$ cat config.mk
export PLATFORM = sky130hd
export DESIGN_NAME = sector_write_back_cache_policy
export DESIGN_NICKNAME = d
export VERILOG_FILES = /design/src/hw/rtl/swbc_pkg.sv /design/src/hw/rtl/swbc_front.sv /design/src/hw/rtl/swbc_back.sv /design/src/hw/rtl/sector_write_back_cache_policy.sv
export SDC_FILE = /design/constraint.sdc
export NUM_CORES = 2
export LEC_CHECK = 0
export BUFFER_PORTS_ARGS = -buffer_cell sky130_fd_sc_hd__buf_2
export CORE_ASPECT_RATIO = 0.6
export CORE_MARGIN = 2
export CORE_UTILIZATION = 55
export CTS_BUF_LIST = sky130_fd_sc_hd__clkbuf_2 sky130_fd_sc_hd__clkbuf_4 sky130_fd_sc_hd__clkbuf_8
export CTS_CLUSTER_DIAMETER = 50
export DETAILED_ROUTE_END_ITERATION = 12
export PLACE_DENSITY_LB_ADDON = 0.05
export SLEW_MARGIN = 20
export SYNTH_ARGS = -nofsm -noshare
export SYNTH_HDL_FRONTEND = slang
export SYNTH_SLANG_ARGS = --single-unit
$ cat constraint.sdc
create_clock -name clock -period 6.38 [get_ports clock]
set_input_delay 0.319 -clock clock [delete_from_list [all_inputs] [get_ports clock]]
set_output_delay 0.319 -clock clock [all_outputs]
set_load 0.005 [all_outputs]
$ cat src/hw/rtl/swbc_pkg.sv
// Package of the sector write-back cache policy controller: widths, codes, types.
// No dependencies.
`default_nettype none
package swbc_pkg;
   localparam int SLOT_COUNT_DEF = 16;
   localparam int ADDR_W = 32;
   localparam int CNT_W  = 32;
   localparam int ACT_W  = 3;
   localparam int SLOT_W = 6;
   localparam int OP_W   = 2;

   localparam logic [OP_W-1:0] OP_READ  = 2'd0;
   localparam logic [OP_W-1:0] OP_WRITE = 2'd1;
   localparam logic [OP_W-1:0] OP_SYNC  = 2'd2;
   localparam logic [OP_W-1:0] OP_INV   = 2'd3;

   localparam logic [ACT_W-1:0] ACT_HIT    = 3'd0;
   localparam logic [ACT_W-1:0] ACT_FILL   = 3'd1;
   localparam logic [ACT_W-1:0] ACT_WRITE  = 3'd2;
   localparam logic [ACT_W-1:0] ACT_WB     = 3'd3;
   localparam logic [ACT_W-1:0] ACT_BYPASS = 3'd4;
   localparam logic [ACT_W-1:0] ACT_DONE   = 3'd5;

   typedef enum logic [2:0] {
      K_READ, K_WRITE, K_SYNC, K_INV, K_BYPASS, K_DONE
   } kind_type;

   typedef struct packed {
      kind_type          kind;
      logic [ADDR_W-1:0] addr;
   } cmd_type;

   typedef enum logic [2:0] {
      S_IDLE, S_SCAN, S_RESOLVE, S_INSTALL, S_SYNC, S_SIMPLE
   } state_type;
endpackage
`default_nettype wire

$ cat src/hw/rtl/swbc_front.sv
// Front part: accepts request beats, classifies them and queues commands.
// Depends on swbc_pkg.
`default_nettype none
module swbc_front (
   input  wire                         clock,
   input  wire                         reset,
   input  wire                         csr_write_enable,
   input  wire                         csr_write_data,
   input  wire                         req_valid,
   output logic                        req_ready,
   input  wire  [swbc_pkg::OP_W-1:0]   req_opcode,
   input  wire  [swbc_pkg::ADDR_W-1:0] req_block_address,
   output logic                        cmd_valid,
   input  wire                         cmd_ready,
   output swbc_pkg::cmd_type           cmd
);
   import swbc_pkg::*;

   logic          enable_ff;
   cmd_type       q_ff [2];
   logic          wr_ptr_ff, rd_ptr_ff;
   logic [1:0]    count_ff;
   cmd_type       cls;
   logic          push, pop;

   always_comb begin
      cls.addr = req_block_address;
      unique case (req_opcode)
         OP_READ:  cls.kind = enable_ff ? K_READ : K_BYPASS;
         OP_WRITE: cls.kind = enable_ff ? K_WRITE : K_BYPASS;
         OP_SYNC:  cls.kind = enable_ff ? K_SYNC : K_DONE;
         default:  cls.kind = K_INV;
      endcase
   end

   assign req_ready = (count_ff != 2'd2);
   assign cmd_valid = (count_ff != 2'd0);
   assign cmd       = q_ff[rd_ptr_ff];
   assign push      = req_valid && req_ready;
   assign pop       = cmd_valid && cmd_ready;

   always_ff @(posedge clock) begin
      if (reset) begin
         enable_ff <= 1'b0;
         wr_ptr_ff <= 1'b0;
         rd_ptr_ff <= 1'b0;
         count_ff  <= 2'd0;
      end else begin
         if (csr_write_enable) enable_ff <= csr_write_data;
         if (push) wr_ptr_ff <= ~wr_ptr_ff;
         if (pop) rd_ptr_ff <= ~rd_ptr_ff;
         count_ff <= count_ff + {1'b0, push} - {1'b0, pop};
      end
      if (push) q_ff[wr_ptr_ff] <= cls;
   end
endmodule
`default_nettype wire

$ cat src/hw/rtl/swbc_back.sv
// Back part: scans the slot table, applies the replacement policy and issues result beats.
// Depends on swbc_pkg.
`default_nettype none
module swbc_back #(
   parameter int SLOT_COUNT = swbc_pkg::SLOT_COUNT_DEF
) (
   input  wire                         clock,
   input  wire                         reset,
   input  wire                         cmd_valid,
   output logic                        cmd_ready,
   input  swbc_pkg::cmd_type           cmd,
   output logic                        rsp_valid,
   input  wire                         rsp_ready,
   output logic [swbc_pkg::ACT_W-1:0]  rsp_action,
   output logic [swbc_pkg::SLOT_W-1:0] rsp_slot_index,
   output logic [swbc_pkg::ADDR_W-1:0] rsp_disk_address,
   output logic                        rsp_is_last,
   output logic [swbc_pkg::CNT_W-1:0]  rsp_hit_total,
   output logic [swbc_pkg::CNT_W-1:0]  rsp_miss_total
);
   import swbc_pkg::*;

   localparam int IW = $clog2(SLOT_COUNT);
   localparam logic [IW-1:0] LAST_IDX = IW'(SLOT_COUNT - 1);

   state_type         state_ff, state_in;
   kind_type          kind_ff, kind_in;
   logic [ADDR_W-1:0] addr_ff, addr_in;
   logic [IW-1:0]     idx_ff, idx_in;
   logic [IW-1:0]     victim_ff, victim_in;

   logic              valid_ff [SLOT_COUNT];
   logic              valid_in [SLOT_COUNT];
   logic              dirty_ff [SLOT_COUNT];
   logic              dirty_in [SLOT_COUNT];
   logic [ADDR_W-1:0] saddr_ff [SLOT_COUNT];
   logic [CNT_W-1:0]  stamp_ff [SLOT_COUNT];

   logic              stamp_we, saddr_we;
   logic [IW-1:0]     stamp_wi, saddr_wi;

   logic [CNT_W-1:0]  use_clock_ff, use_clock_in;
   logic [CNT_W-1:0]  hit_ff, hit_in, miss_ff, miss_in;

   logic              match_ff, match_in, free_ff, free_in, clean_ff, clean_in;
   logic [IW-1:0]     match_idx_ff, match_idx_in, free_idx_ff, free_idx_in;
   logic [IW-1:0]     clean_idx_ff, clean_idx_in, any_idx_ff, any_idx_in;
   logic [CNT_W-1:0]  clean_stamp_ff, clean_stamp_in, any_stamp_ff, any_stamp_in;
   logic [ADDR_W-1:0] any_addr_ff, any_addr_in;

   logic              rv_ff, rv_in, last_ff, last_in;
   logic [ACT_W-1:0]  act_ff, act_in;
   logic [SLOT_W-1:0] slot_ff, slot_in;
   logic [ADDR_W-1:0] daddr_ff, daddr_in;
   logic [CNT_W-1:0]  ht_ff, ht_in, mt_ff, mt_in;

   logic              out_free;
   logic [CNT_W-1:0]  stamp_new;
   logic              sv, sd;
   logic [ADDR_W-1:0] sa;
   logic [CNT_W-1:0]  ss;
   logic [IW-1:0]     vic;

   assign out_free  = !rv_ff || rsp_ready;
   assign stamp_new = use_clock_ff + 1'b1;
   assign sv = valid_ff[idx_ff];
   assign sd = dirty_ff[idx_ff];
   assign sa = saddr_ff[idx_ff];
   assign ss = stamp_ff[idx_ff];

   always_ff @(posedge clock) begin
      if (reset) state_ff <= S_IDLE;
      else state_ff <= state_in;
   end

   always_comb begin
      state_in = state_ff;
      kind_in = kind_ff; addr_in = addr_ff; idx_in = idx_ff; victim_in = victim_ff;
      valid_in = valid_ff; dirty_in = dirty_ff;
      stamp_we = 1'b0; stamp_wi = idx_ff; saddr_we = 1'b0; saddr_wi = idx_ff;
      use_clock_in = use_clock_ff; hit_in = hit_ff; miss_in = miss_ff;
      match_in = match_ff; free_in = free_ff; clean_in = clean_ff;
      match_idx_in = match_idx_ff; free_idx_in = free_idx_ff;
      clean_idx_in = clean_idx_ff; any_idx_in = any_idx_ff;
      clean_stamp_in = clean_stamp_ff; any_stamp_in = any_stamp_ff;
      any_addr_in = any_addr_ff;
      rv_in = rv_ff && !rsp_ready;
      act_in = act_ff; slot_in = slot_ff; daddr_in = daddr_ff; last_in = last_ff;
      ht_in = ht_ff; mt_in = mt_ff;
      cmd_ready = 1'b0;
      vic = free_ff ? free_idx_ff : clean_idx_ff;

      unique case (state_ff)
         S_IDLE: begin
            cmd_ready = 1'b1;
            if (cmd_valid) begin
               kind_in  = cmd.kind;
               addr_in  = cmd.addr;
               idx_in   = '0;
               match_in = 1'b0; free_in = 1'b0; clean_in = 1'b0;
               unique case (cmd.kind)
                  K_READ, K_WRITE: state_in = S_SCAN;
                  K_SYNC:          state_in = S_SYNC;
                  default:         state_in = S_SIMPLE;
               endcase
            end
         end
         S_SCAN: begin
            if (sv && sa == addr_ff && !match_ff) begin
               match_in = 1'b1; match_idx_in = idx_ff;
            end
            if (!sv && !free_ff) begin
               free_in = 1'b1; free_idx_in = idx_ff;
            end
            if (!sd && (!clean_ff || ss < clean_stamp_ff)) begin
               clean_in = 1'b1; clean_idx_in = idx_ff; clean_stamp_in = ss;
            end
            if (idx_ff == '0 || ss < any_stamp_ff) begin
               any_idx_in = idx_ff; any_stamp_in = ss; any_addr_in = sa;
            end
            if (idx_ff == LAST_IDX) state_in = S_RESOLVE;
            else idx_in = idx_ff + 1'b1;
         end
         S_RESOLVE: begin
            if (out_free) begin
               rv_in = 1'b1; ht_in = hit_ff; mt_in = miss_ff;
               if (match_ff) begin
                  use_clock_in = stamp_new;
                  stamp_we = 1'b1; stamp_wi = match_idx_ff;
                  slot_in = SLOT_W'(match_idx_ff); daddr_in = '0; last_in = 1'b1;
                  if (kind_ff == K_READ) begin
                     hit_in = hit_ff + 1'b1; ht_in = hit_in; act_in = ACT_HIT;
                  end else begin
                     dirty_in[match_idx_ff] = 1'b1; act_in = ACT_WRITE;
                  end
                  state_in = S_IDLE;
               end else begin
                  if (kind_ff == K_READ) begin
                     miss_in = miss_ff + 1'b1; mt_in = miss_in;
                  end
                  if (free_ff || clean_ff) begin
                     use_clock_in = stamp_new;
                     valid_in[vic] = 1'b1;
                     dirty_in[vic] = (kind_ff == K_WRITE);
                     stamp_we = 1'b1; stamp_wi = vic; saddr_we = 1'b1; saddr_wi = vic;
                     act_in = (kind_ff == K_READ) ? ACT_FILL : ACT_WRITE;
                     slot_in = SLOT_W'(vic);
                     daddr_in = (kind_ff == K_READ) ? addr_ff : '0;
                     last_in = 1'b1;
                     state_in = S_IDLE;
                  end else begin
                     // Every slot is valid and dirty: write back the oldest first.
                     act_in = ACT_WB; slot_in = SLOT_W'(any_idx_ff);
                     daddr_in = any_addr_ff; last_in = 1'b0;
                     dirty_in[any_idx_ff] = 1'b0;
                     victim_in = any_idx_ff;
                     state_in = S_INSTALL;
                  end
               end
            end
         end
         S_INSTALL: begin
            if (out_free) begin
               use_clock_in = stamp_new;
               valid_in[victim_ff] = 1'b1;
               dirty_in[victim_ff] = (kind_ff == K_WRITE);
               stamp_we = 1'b1; stamp_wi = victim_ff; saddr_we = 1'b1; saddr_wi = victim_ff;
               rv_in = 1'b1; ht_in = hit_ff; mt_in = miss_ff;
               act_in = (kind_ff == K_READ) ? ACT_FILL : ACT_WRITE;
               slot_in = SLOT_W'(victim_ff);
               daddr_in = (kind_ff == K_READ) ? addr_ff : '0;
               last_in = 1'b1;
               state_in = S_IDLE;
            end
         end
         S_SYNC: begin
            if (!(sv && sd) || out_free) begin
               if (sv && sd) begin
                  rv_in = 1'b1; ht_in = hit_ff; mt_in = miss_ff;
                  act_in = ACT_WB; slot_in = SLOT_W'(idx_ff); daddr_in = sa;
                  last_in = 1'b0;
                  dirty_in[idx_ff] = 1'b0;
               end
               if (idx_ff == LAST_IDX) begin
                  kind_in = K_DONE; state_in = S_SIMPLE;
               end else begin
                  idx_in = idx_ff + 1'b1;
               end
            end
         end
         S_SIMPLE: begin
            if (out_free) begin
               if (kind_ff == K_INV) begin
                  for (int i = 0; i < SLOT_COUNT; i++) begin
                     valid_in[i] = 1'b0; dirty_in[i] = 1'b0;
                  end
               end
               rv_in = 1'b1; ht_in = hit_ff; mt_in = miss_ff;
               slot_in = '0; last_in = 1'b1;
               if (kind_ff == K_BYPASS) begin
                  act_in = ACT_BYPASS; daddr_in = addr_ff;
               end else begin
                  act_in = ACT_DONE; daddr_in = '0;
               end
               state_in = S_IDLE;
            end
         end
         default: state_in = S_IDLE;
      endcase
   end

   always_ff @(posedge clock) begin
      if (reset) begin
         for (int i = 0; i < SLOT_COUNT; i++) begin
            valid_ff[i] <= 1'b0; dirty_ff[i] <= 1'b0;
         end
         use_clock_ff <= CNT_W'(1);
         hit_ff <= '0; miss_ff <= '0;
         rv_ff <= 1'b0;
      end else begin
         valid_ff <= valid_in; dirty_ff <= dirty_in;
         use_clock_ff <= use_clock_in;
         hit_ff <= hit_in; miss_ff <= miss_in;
         rv_ff <= rv_in;
      end
      if (stamp_we) stamp_ff[stamp_wi] <= stamp_new;
      if (saddr_we) saddr_ff[saddr_wi] <= addr_ff;
      kind_ff <= kind_in; addr_ff <= addr_in; idx_ff <= idx_in; victim_ff <= victim_in;
      match_ff <= match_in; free_ff <= free_in; clean_ff <= clean_in;
      match_idx_ff <= match_idx_in; free_idx_ff <= free_idx_in;
      clean_idx_ff <= clean_idx_in; any_idx_ff <= any_idx_in;
      clean_stamp_ff <= clean_stamp_in; any_stamp_ff <= any_stamp_in;
      any_addr_ff <= any_addr_in;
      act_ff <= act_in; slot_ff <= slot_in; daddr_ff <= daddr_in; last_ff <= last_in;
      ht_ff <= ht_in; mt_ff <= mt_in;
   end

   assign rsp_valid        = rv_ff;
   assign rsp_action       = act_ff;
   assign rsp_slot_index   = slot_ff;
   assign rsp_disk_address = daddr_ff;
   assign rsp_is_last      = last_ff;
   assign rsp_hit_total    = ht_ff;
   assign rsp_miss_total   = mt_ff;
endmodule
`default_nettype wire

$ cat src/hw/rtl/sector_write_back_cache_policy.sv
// Top level of the sector write-back cache policy controller.
// Depends on swbc_pkg, swbc_front and swbc_back.
//
// Fully associative LRU write-back tag controller. A request beat enters a
// two-entry command queue in the front part; the back part handles one
// command at a time. A read or write scans the slot table one slot per
// clock, then resolves; when every slot is valid and dirty, the oldest
// is written back first. A sync walks the table and stalls on a dirty
// slot while the output is held; bypass, done and invalidate need no scan.
// Results come from an output register, so the next command proceeds
// while a result beat waits. cache_enable resets to 0.
`default_nettype none
module sector_write_back_cache_policy #(
   parameter int SLOT_COUNT = swbc_pkg::SLOT_COUNT_DEF
) (
   input  wire                         clock,
   input  wire                         reset,
   input  wire                         csr_write_enable,
   input  wire                         csr_write_data,
   input  wire                         req_valid,
   output logic                        req_ready,
   input  wire  [swbc_pkg::OP_W-1:0]   req_opcode,
   input  wire  [swbc_pkg::ADDR_W-1:0] req_block_address,
   output logic                        rsp_valid,
   input  wire                         rsp_ready,
   output logic [swbc_pkg::ACT_W-1:0]  rsp_action,
   output logic [swbc_pkg::SLOT_W-1:0] rsp_slot_index,
   output logic [swbc_pkg::ADDR_W-1:0] rsp_disk_address,
   output logic                        rsp_is_last,
   output logic [swbc_pkg::CNT_W-1:0]  rsp_hit_total,
   output logic [swbc_pkg::CNT_W-1:0]  rsp_miss_total
);
   import swbc_pkg::*;

   logic    cmd_valid, cmd_ready;
   cmd_type cmd;

   swbc_front u_front (
      .clock, .reset, .csr_write_enable, .csr_write_data,
      .req_valid, .req_ready, .req_opcode, .req_block_address,
      .cmd_valid, .cmd_ready, .cmd
   );

   swbc_back #(.SLOT_COUNT(SLOT_COUNT)) u_back (
      .clock, .reset, .cmd_valid, .cmd_ready, .cmd,
      .rsp_valid, .rsp_ready, .rsp_action, .rsp_slot_index,
      .rsp_disk_address, .rsp_is_last, .rsp_hit_total, .rsp_miss_total
   );
endmodule
`default_nettype wire

# [After elaboration in Yosys (flattened, before gate mapping)]
# Memories as Yosys holds them, arrays and structs flattened. A register that Yosys moved wholly into a read port is not among the register bits.
# Index checks and enable logic that the tools add are counted.
[totals] register_bits=401 mem_bits_rw=1094 input_bits=40 output_inout_bits=108 word_cells=335 mem_count=3
[mem_list] memory="u_back.saddr_ff" depth=16 width=32 rd=1 rd_clocked_by_memory_dff=1 wr=1 line_no="swbc_back.sv:36" rtl="logic [ADDR_W-1:0] saddr_ff [SLOT_COUNT];"
[mem_list] memory="u_back.stamp_ff" depth=16 width=32 rd=1 rd_clocked_by_memory_dff=1 wr=1 line_no="swbc_back.sv:37" rtl="logic [CNT_W-1:0] stamp_ff [SLOT_COUNT];"
[mem_list] memory="u_front.q_ff" depth=2 width=35 rd=1 rd_clocked_by_memory_dff=1 wr=1 line_no="swbc_front.sv:20" rtl="cmd_type q_ff [2];"
[op_classes] add_sub_neg=6 n_lt_le_gt_ge=12 eq_ne=32 mux=145 bitwise_logic=16 n_reduce_logical=60
[op_table] cell="2-to-1 mux 32 bit" n=25
[op_table] cell="2-to-1 mux 16 bit" n=13
[op_table] cell="one-hot mux 32 bit (3 select lines)" n=2
[op_table] cell="one-hot mux 32 bit (4 select lines)" n=1
[op_table] cell="adder 32 x 1 -> 32 bit (second input constant)" n=3
[op_table] cell="less-than comparator 32 bit" n=2
[op_table] cell="one-hot mux 16 bit (4 select lines)" n=1
[op_table] cell="one-hot mux 32 bit (2 select lines)" n=1
[op_table] cell="2-to-1 mux 3 bit" n=18
[op_table] cell="2-to-1 mux 4 bit" n=13
[op_table] cell="bitwise OR 16 bit" n=3
[op_table] cell="one-hot mux 16 bit (3 select lines)" n=1
[op_table] cell="2-to-1 mux 1 bit" n=36
[op_table] cell="2-to-1 mux 6 bit" n=6
[op_table] cell="bitwise AND 16 bit" n=2
[op_table] cell="bitwise mux 16 bit" n=2
[op_table] cell="== test 32 bit" n=1
[op_table] cell="NOT 16 bit" n=2
[op_table] cell="!= test 2 x 1 -> 1 bit (second input constant)" n=13
[op_table] cell="greater-or-equal comparator 5 bit (second input constant)" n=5
[op_table] cell="less-than comparator 5 x 1 -> 1 bit (second input constant)" n=5
[op_table] cell="NOT 4 -> 5 bit" n=5
[op_table] cell="one-hot mux 6 bit (4 select lines)" n=1
[op_table] cell="demux 1 bit (select 4 bit)" n=5
[op_table] cell="other kinds (41)" n=105

# [Logic depth before layout (Yosys ltp)]
[logic_depth] depth_word=11 ltp_mapped=17 depth_no_buf=11

# [Cells and area by module]
# From an unflattened synthesis, not the netlist that was laid out.
[hier_totals] cells_unflattened=3867 area_unflattened_um2=62681.4
[by_module_without_submodules] mod="swbc_back" n_inst=1 cells_per_inst=3723 area_per_inst_um2=59839.9 seq_area_each_um2=41339.6
[by_module_without_submodules] mod="swbc_front" n_inst=1 cells_per_inst=144 area_per_inst_um2=2841.5 seq_area_each_um2=2222.1

# [Least setup slack after synthesis]
# Ideal clock, no wire load.
[synth_timing] path_type="register to register" from="reg with a tool-made name" to="reg u_back.any_addr_ff[0], enable pin" setup_time_ns=0.431 t_arrival_ns=5.617 required_time_ns=5.949 setup_slack_ns=0.333 stages_incl_launch_ff=17 path_buffers=5 period_less_slack_ns=6.047 cell_sequence="dfxtp_1 buf_4 buf_4 buf_6 buf_1 buf_2 mux4_2 mux4_2 ha_1 a21o_1 a21o_1 a21oi_1 nor2_1 a2111oi_0 o31ai_1 a21oi_1 o21a_1"
[synth_rtl] item="end signal: assignment" line_no="swbc_back.sv:233" rtl="any_addr_ff <= any_addr_in;"
[synth_rtl] item="end: declaration" line_no="swbc_back.sv:49" rtl="logic [ADDR_W-1:0] any_addr_ff, any_addr_in;"

==> results.cfg <==
[floorplan]
coreArea_mm2 = 0.112
die_width_um = 440
fp.dieH_um = 265
std_cell_rows = 95
die-area_mm2 = 0.117
initial_core_util = 0.557
design.portCount = 148

[place]
globalplace.congestion = 0.922
total_instance_count_after_detailed_placement = 5457
place.detailed.hpwl_mm = 97.0
port_buffers = 145

[power]
power_leakage_nw = 24.8
power_density_mw_per_mm2 = 378
ir_drop_uv = 248

[sta]
finalSetupViolCount = 0
setup_tns_ns = 0
min_period_ns = 5.39
final_hold_viol_count = 0
clock_skew_ns = 0.0489
max_slew.worst_pin.slew_ns = 1.19
fmax_mhz = 185
relSlewSlack = 0.209
unrepaired_setup_endpoints_after_global_routing = no
min_period_over_period = 0.846
maxSlewViolCount = 0

[routing]
drt_first_iter_violations = 4758
drcViolationCount = 0
route.detailed.vias_per_inst = 6.20
drt-wirelength-per-cell_um = 27.0
num_vias = 36400
route.antenna.remaining_nets = 0
wirelength_mm = 158
firstDrtPassIters = 6

[yosys]
synth_area_mm2 = 0.0627
synth_enable_flop_cells = 1356
synth_top_area_frac = 0.650
ys_ff_latch = 1498
netlist.top_cell.by_area = sky130_fd_sc_hd__edfxtp_1
cells_after_synthesis = 3900
netlist-cell-type-count = 78
async_flop_share = 0
part_of_the_yosys_area_used_for_sequential_elements = 0.695
synth_area_per_cell_um2 = 16.1
synth_top_flop_cell = sky130_fd_sc_hd__edfxtp_1
ys_top_cells_by_area = sky130_fd_sc_hd__edfxtp_1, sky130_fd_sc_hd__mux4_2, sky130_fd_sc_hd__dfxtp_1
yosys_warnings = 0

[worst_setup_path]
cp_data_required_time_ns = 6.98
cp-start-kind = register
endpoint_kind = register
setup.reg_to_reg.worst_slack_ns = 0.99
criticalPathCategory = register to register
r2r_endpoint = u_back.any_stamp_ff[15]
r2r.worst_path.cells = 13
worstPathMaxFanout = 58
arrival_ns = 6.00

[cells_and_area]
area_growth_pct = 12.4
final-instance-count-excl-fill = 5873
num-nets-final = 4316
most-common-layout-cells = sky130_fd_sc_hd__edfxtp_1, sky130_fd_sc_hd__nand2_1, sky130_fd_sc_hd__mux4_2, sky130_fd_sc_hd__nor2_1, sky130_fd_sc_hd__clkbuf_8
post_route_cells_drive_above_1_share = 0.232
layout.cells.most_common = sky130_fd_sc_hd__edfxtp_1

[min_path]
worstHoldEndpoint = u_front.q_ff[1][28]
worst_hold_path_type = input pin to register
holdCritStartpoint = req_block_address[28]
worst_hold_path.num_cells = 2

[status]
outcome = finished, final reports clean

[global_route]
grt.overflow.total = 0
first_pass_grt_wire_length_mm = 233
first_global_vias = 34600
global_route.usage.total = 0.273
grt_start_max_net_pins = 104
initial_antenna_violation_count = 5

[clock_network]
cts_tree = yes
cts_root_buf = sky130_fd_sc_hd__clkbuf_8
post_cts.repair.setup_buffers = 0
h_tree_levels = 4
clkLatencyLatePin_ns = 0.92
numCtsBuffers = 205
numClockSinks = 1498
clk_pin_slew_worst_paths_ns = 0.07
clockBufferDepth = 3

[run]
drv_cap = 0
==> worst max path at each step <==
stage	end	slack [ns]	cells past startpoint	from
final	u_back.any_stamp_ff[15]	0.99	13	register
after CTS	u_back.any_stamp_ff[11]	0.97	13	register
after detailed placement	u_back.any_stamp_ff[8]	0.96	14	register
after global placement	u_back.any_stamp_ff[5]	0.93	14	register
after global routing	u_back.any_stamp_ff[13]	0.68	13	register
after floorplan	u_back.any_addr_ff[0]	0.33	16	register
==> cell type report <==
class,instances,area (µm²)
Sequential cell,1498,43600
Fill cell,8252,42000
Multi-Input combinational cell,2108,18300
Clock buffer,301,3620
Timing Repair Buffer,305,2170
Tap cell,1503,1880
Clock inverter,69,581
Inverter,87,329
Antenna cell,2,5.00
==> layer usage <==
metal | track usage | share of wire
met5 | 0 | 0.000082
met4 | 0.0649 | 0.016
met3 | 0.0798 | 0.11
met2 | 0.356 | 0.41
met1 | 0.448 | 0.47
==> power by group <==
part	internal (mW)	switching, mW
clock network	3.97	3.60
logic	2.38	4.05
registers	11.8	0.783
total	18.2	8.43
==> per-stage QoR <==
stage / total power [mW] / hold slack, ns / setup slack (ns) / util / cell area [µm²]
6_report: 26.6 / 0.129 / 0.985 / 0.626 / 70400
5_1_grt: 27.7 / 0.0740 / 0.679 / 0.626 / 70400
4_1_cts: 26.6 / 0.0292 / 0.970 / 0.625 / 70300
3_5_place_dp: 19.1 / 0.456 / 0.959 / 0.584 / 65600
3_3_place_gp: 19.0 / 0.447 / 0.928 / 0.584 / 65600
2_1_floorplan: 16.7 / 0.418 / 0.333 / - / 62700
==> cells in the mapped netlist, types with 10 or more instances <==
library cell	n
sky130_fd_sc_hd__a211oi_1	10
sky130_fd_sc_hd__a21o_1	30
sky130_fd_sc_hd__a21oi_1	173
sky130_fd_sc_hd__a22o_1	12
sky130_fd_sc_hd__a22oi_1	49
sky130_fd_sc_hd__a31oi_1	22
sky130_fd_sc_hd__and2_1	15
sky130_fd_sc_hd__and3_1	29
sky130_fd_sc_hd__buf_2	55
sky130_fd_sc_hd__buf_4	13
sky130_fd_sc_hd__clkbuf_1	131
sky130_fd_sc_hd__dfxtp_1	142
sky130_fd_sc_hd__edfxtp_1	1356
sky130_fd_sc_hd__ha_1	71
sky130_fd_sc_hd__inv_1	81
sky130_fd_sc_hd__mux2_1	12
sky130_fd_sc_hd__mux2_2	65
sky130_fd_sc_hd__mux2i_1	92
sky130_fd_sc_hd__mux4_2	265
sky130_fd_sc_hd__nand2_1	279
sky130_fd_sc_hd__nand2b_1	22
sky130_fd_sc_hd__nand3_1	74
sky130_fd_sc_hd__nand4_1	44
sky130_fd_sc_hd__nor2_1	275
sky130_fd_sc_hd__nor2b_1	27
sky130_fd_sc_hd__nor3_1	34
sky130_fd_sc_hd__nor4_1	15
sky130_fd_sc_hd__o21ai_0	60
sky130_fd_sc_hd__o21ai_1	41
sky130_fd_sc_hd__o221ai_1	11
sky130_fd_sc_hd__o22ai_1	35
sky130_fd_sc_hd__o2bb2ai_1	12
sky130_fd_sc_hd__or3_1	27
sky130_fd_sc_hd__xnor2_1	98
sky130_fd_sc_hd__xor2_1	107
==> repair_timing <==
item / 4_1_cts / 5_1_grt
hold buffers: 41 / 0
hold endpoints to repair: 116 / 0
endpoints found under the setup margin: 0 / 0
gates resized for setup: 0 / 0
==> state kept, by name, summed over array words and instances (netlist names), 4 cells and up, named ones only <==
signal and count:
u_back.match_idx_ff 4, u_back.clean_idx_ff 4, u_back.rsp_disk_address 32, u_back.saddr_ff 512
u_back.free_idx_ff 4, u_back.miss_ff 32, u_front.q_ff 70, u_back.any_idx_ff 4
u_back.rsp_slot_index 4, u_back.victim_ff 4, u_back.use_clock_ff 32, u_back.idx_ff 4
u_back.any_addr_ff 32, u_back.addr_ff 32, u_back.stamp_ff 512, u_back.rsp_hit_total 32
u_back.hit_ff 32, u_back.rsp_miss_total 32, u_back.clean_stamp_ff 32, u_back.valid_ff 16
u_back.any_stamp_ff 32
==> cells by family after synthesis <==
| group | Yosys count | synth area share |
|---|---|---|
| other | 1 | 0.0000599 |
| AND/OR/NAND/NOR | 874 | 0.0644 |
| buffers and inverters | 295 | 0.0199 |
| AO/OA/AOI/OAI | 522 | 0.0537 |
| adder cells (fa/ha/maj) | 71 | 0.0142 |
| multiplexers | 434 | 0.124 |
| XOR/XNOR | 205 | 0.0287 |
| flip-flops | 1498 | 0.695 |
==> worst max-delay path: stages (launching register included) <==
cell                        delay (ns)
sky130_fd_sc_hd__dfxtp_4          0.54
sky130_fd_sc_hd__buf_12           0.31
sky130_fd_sc_hd__mux4_2           0.56
sky130_fd_sc_hd__mux4_2           0.60
sky130_fd_sc_hd__ha_1             0.33
sky130_fd_sc_hd__and4_1           0.20
sky130_fd_sc_hd__a21oi_1          0.16
sky130_fd_sc_hd__a211oi_1         0.09
sky130_fd_sc_hd__a2111oi_0        0.58
sky130_fd_sc_hd__buf_4            0.21
sky130_fd_sc_hd__o31ai_1          0.06
sky130_fd_sc_hd__a21oi_1          0.18
sky130_fd_sc_hd__o21a_4           0.86
sky130_fd_sc_hd__buf_4            0.34
(Power assumes the default switching activity.)
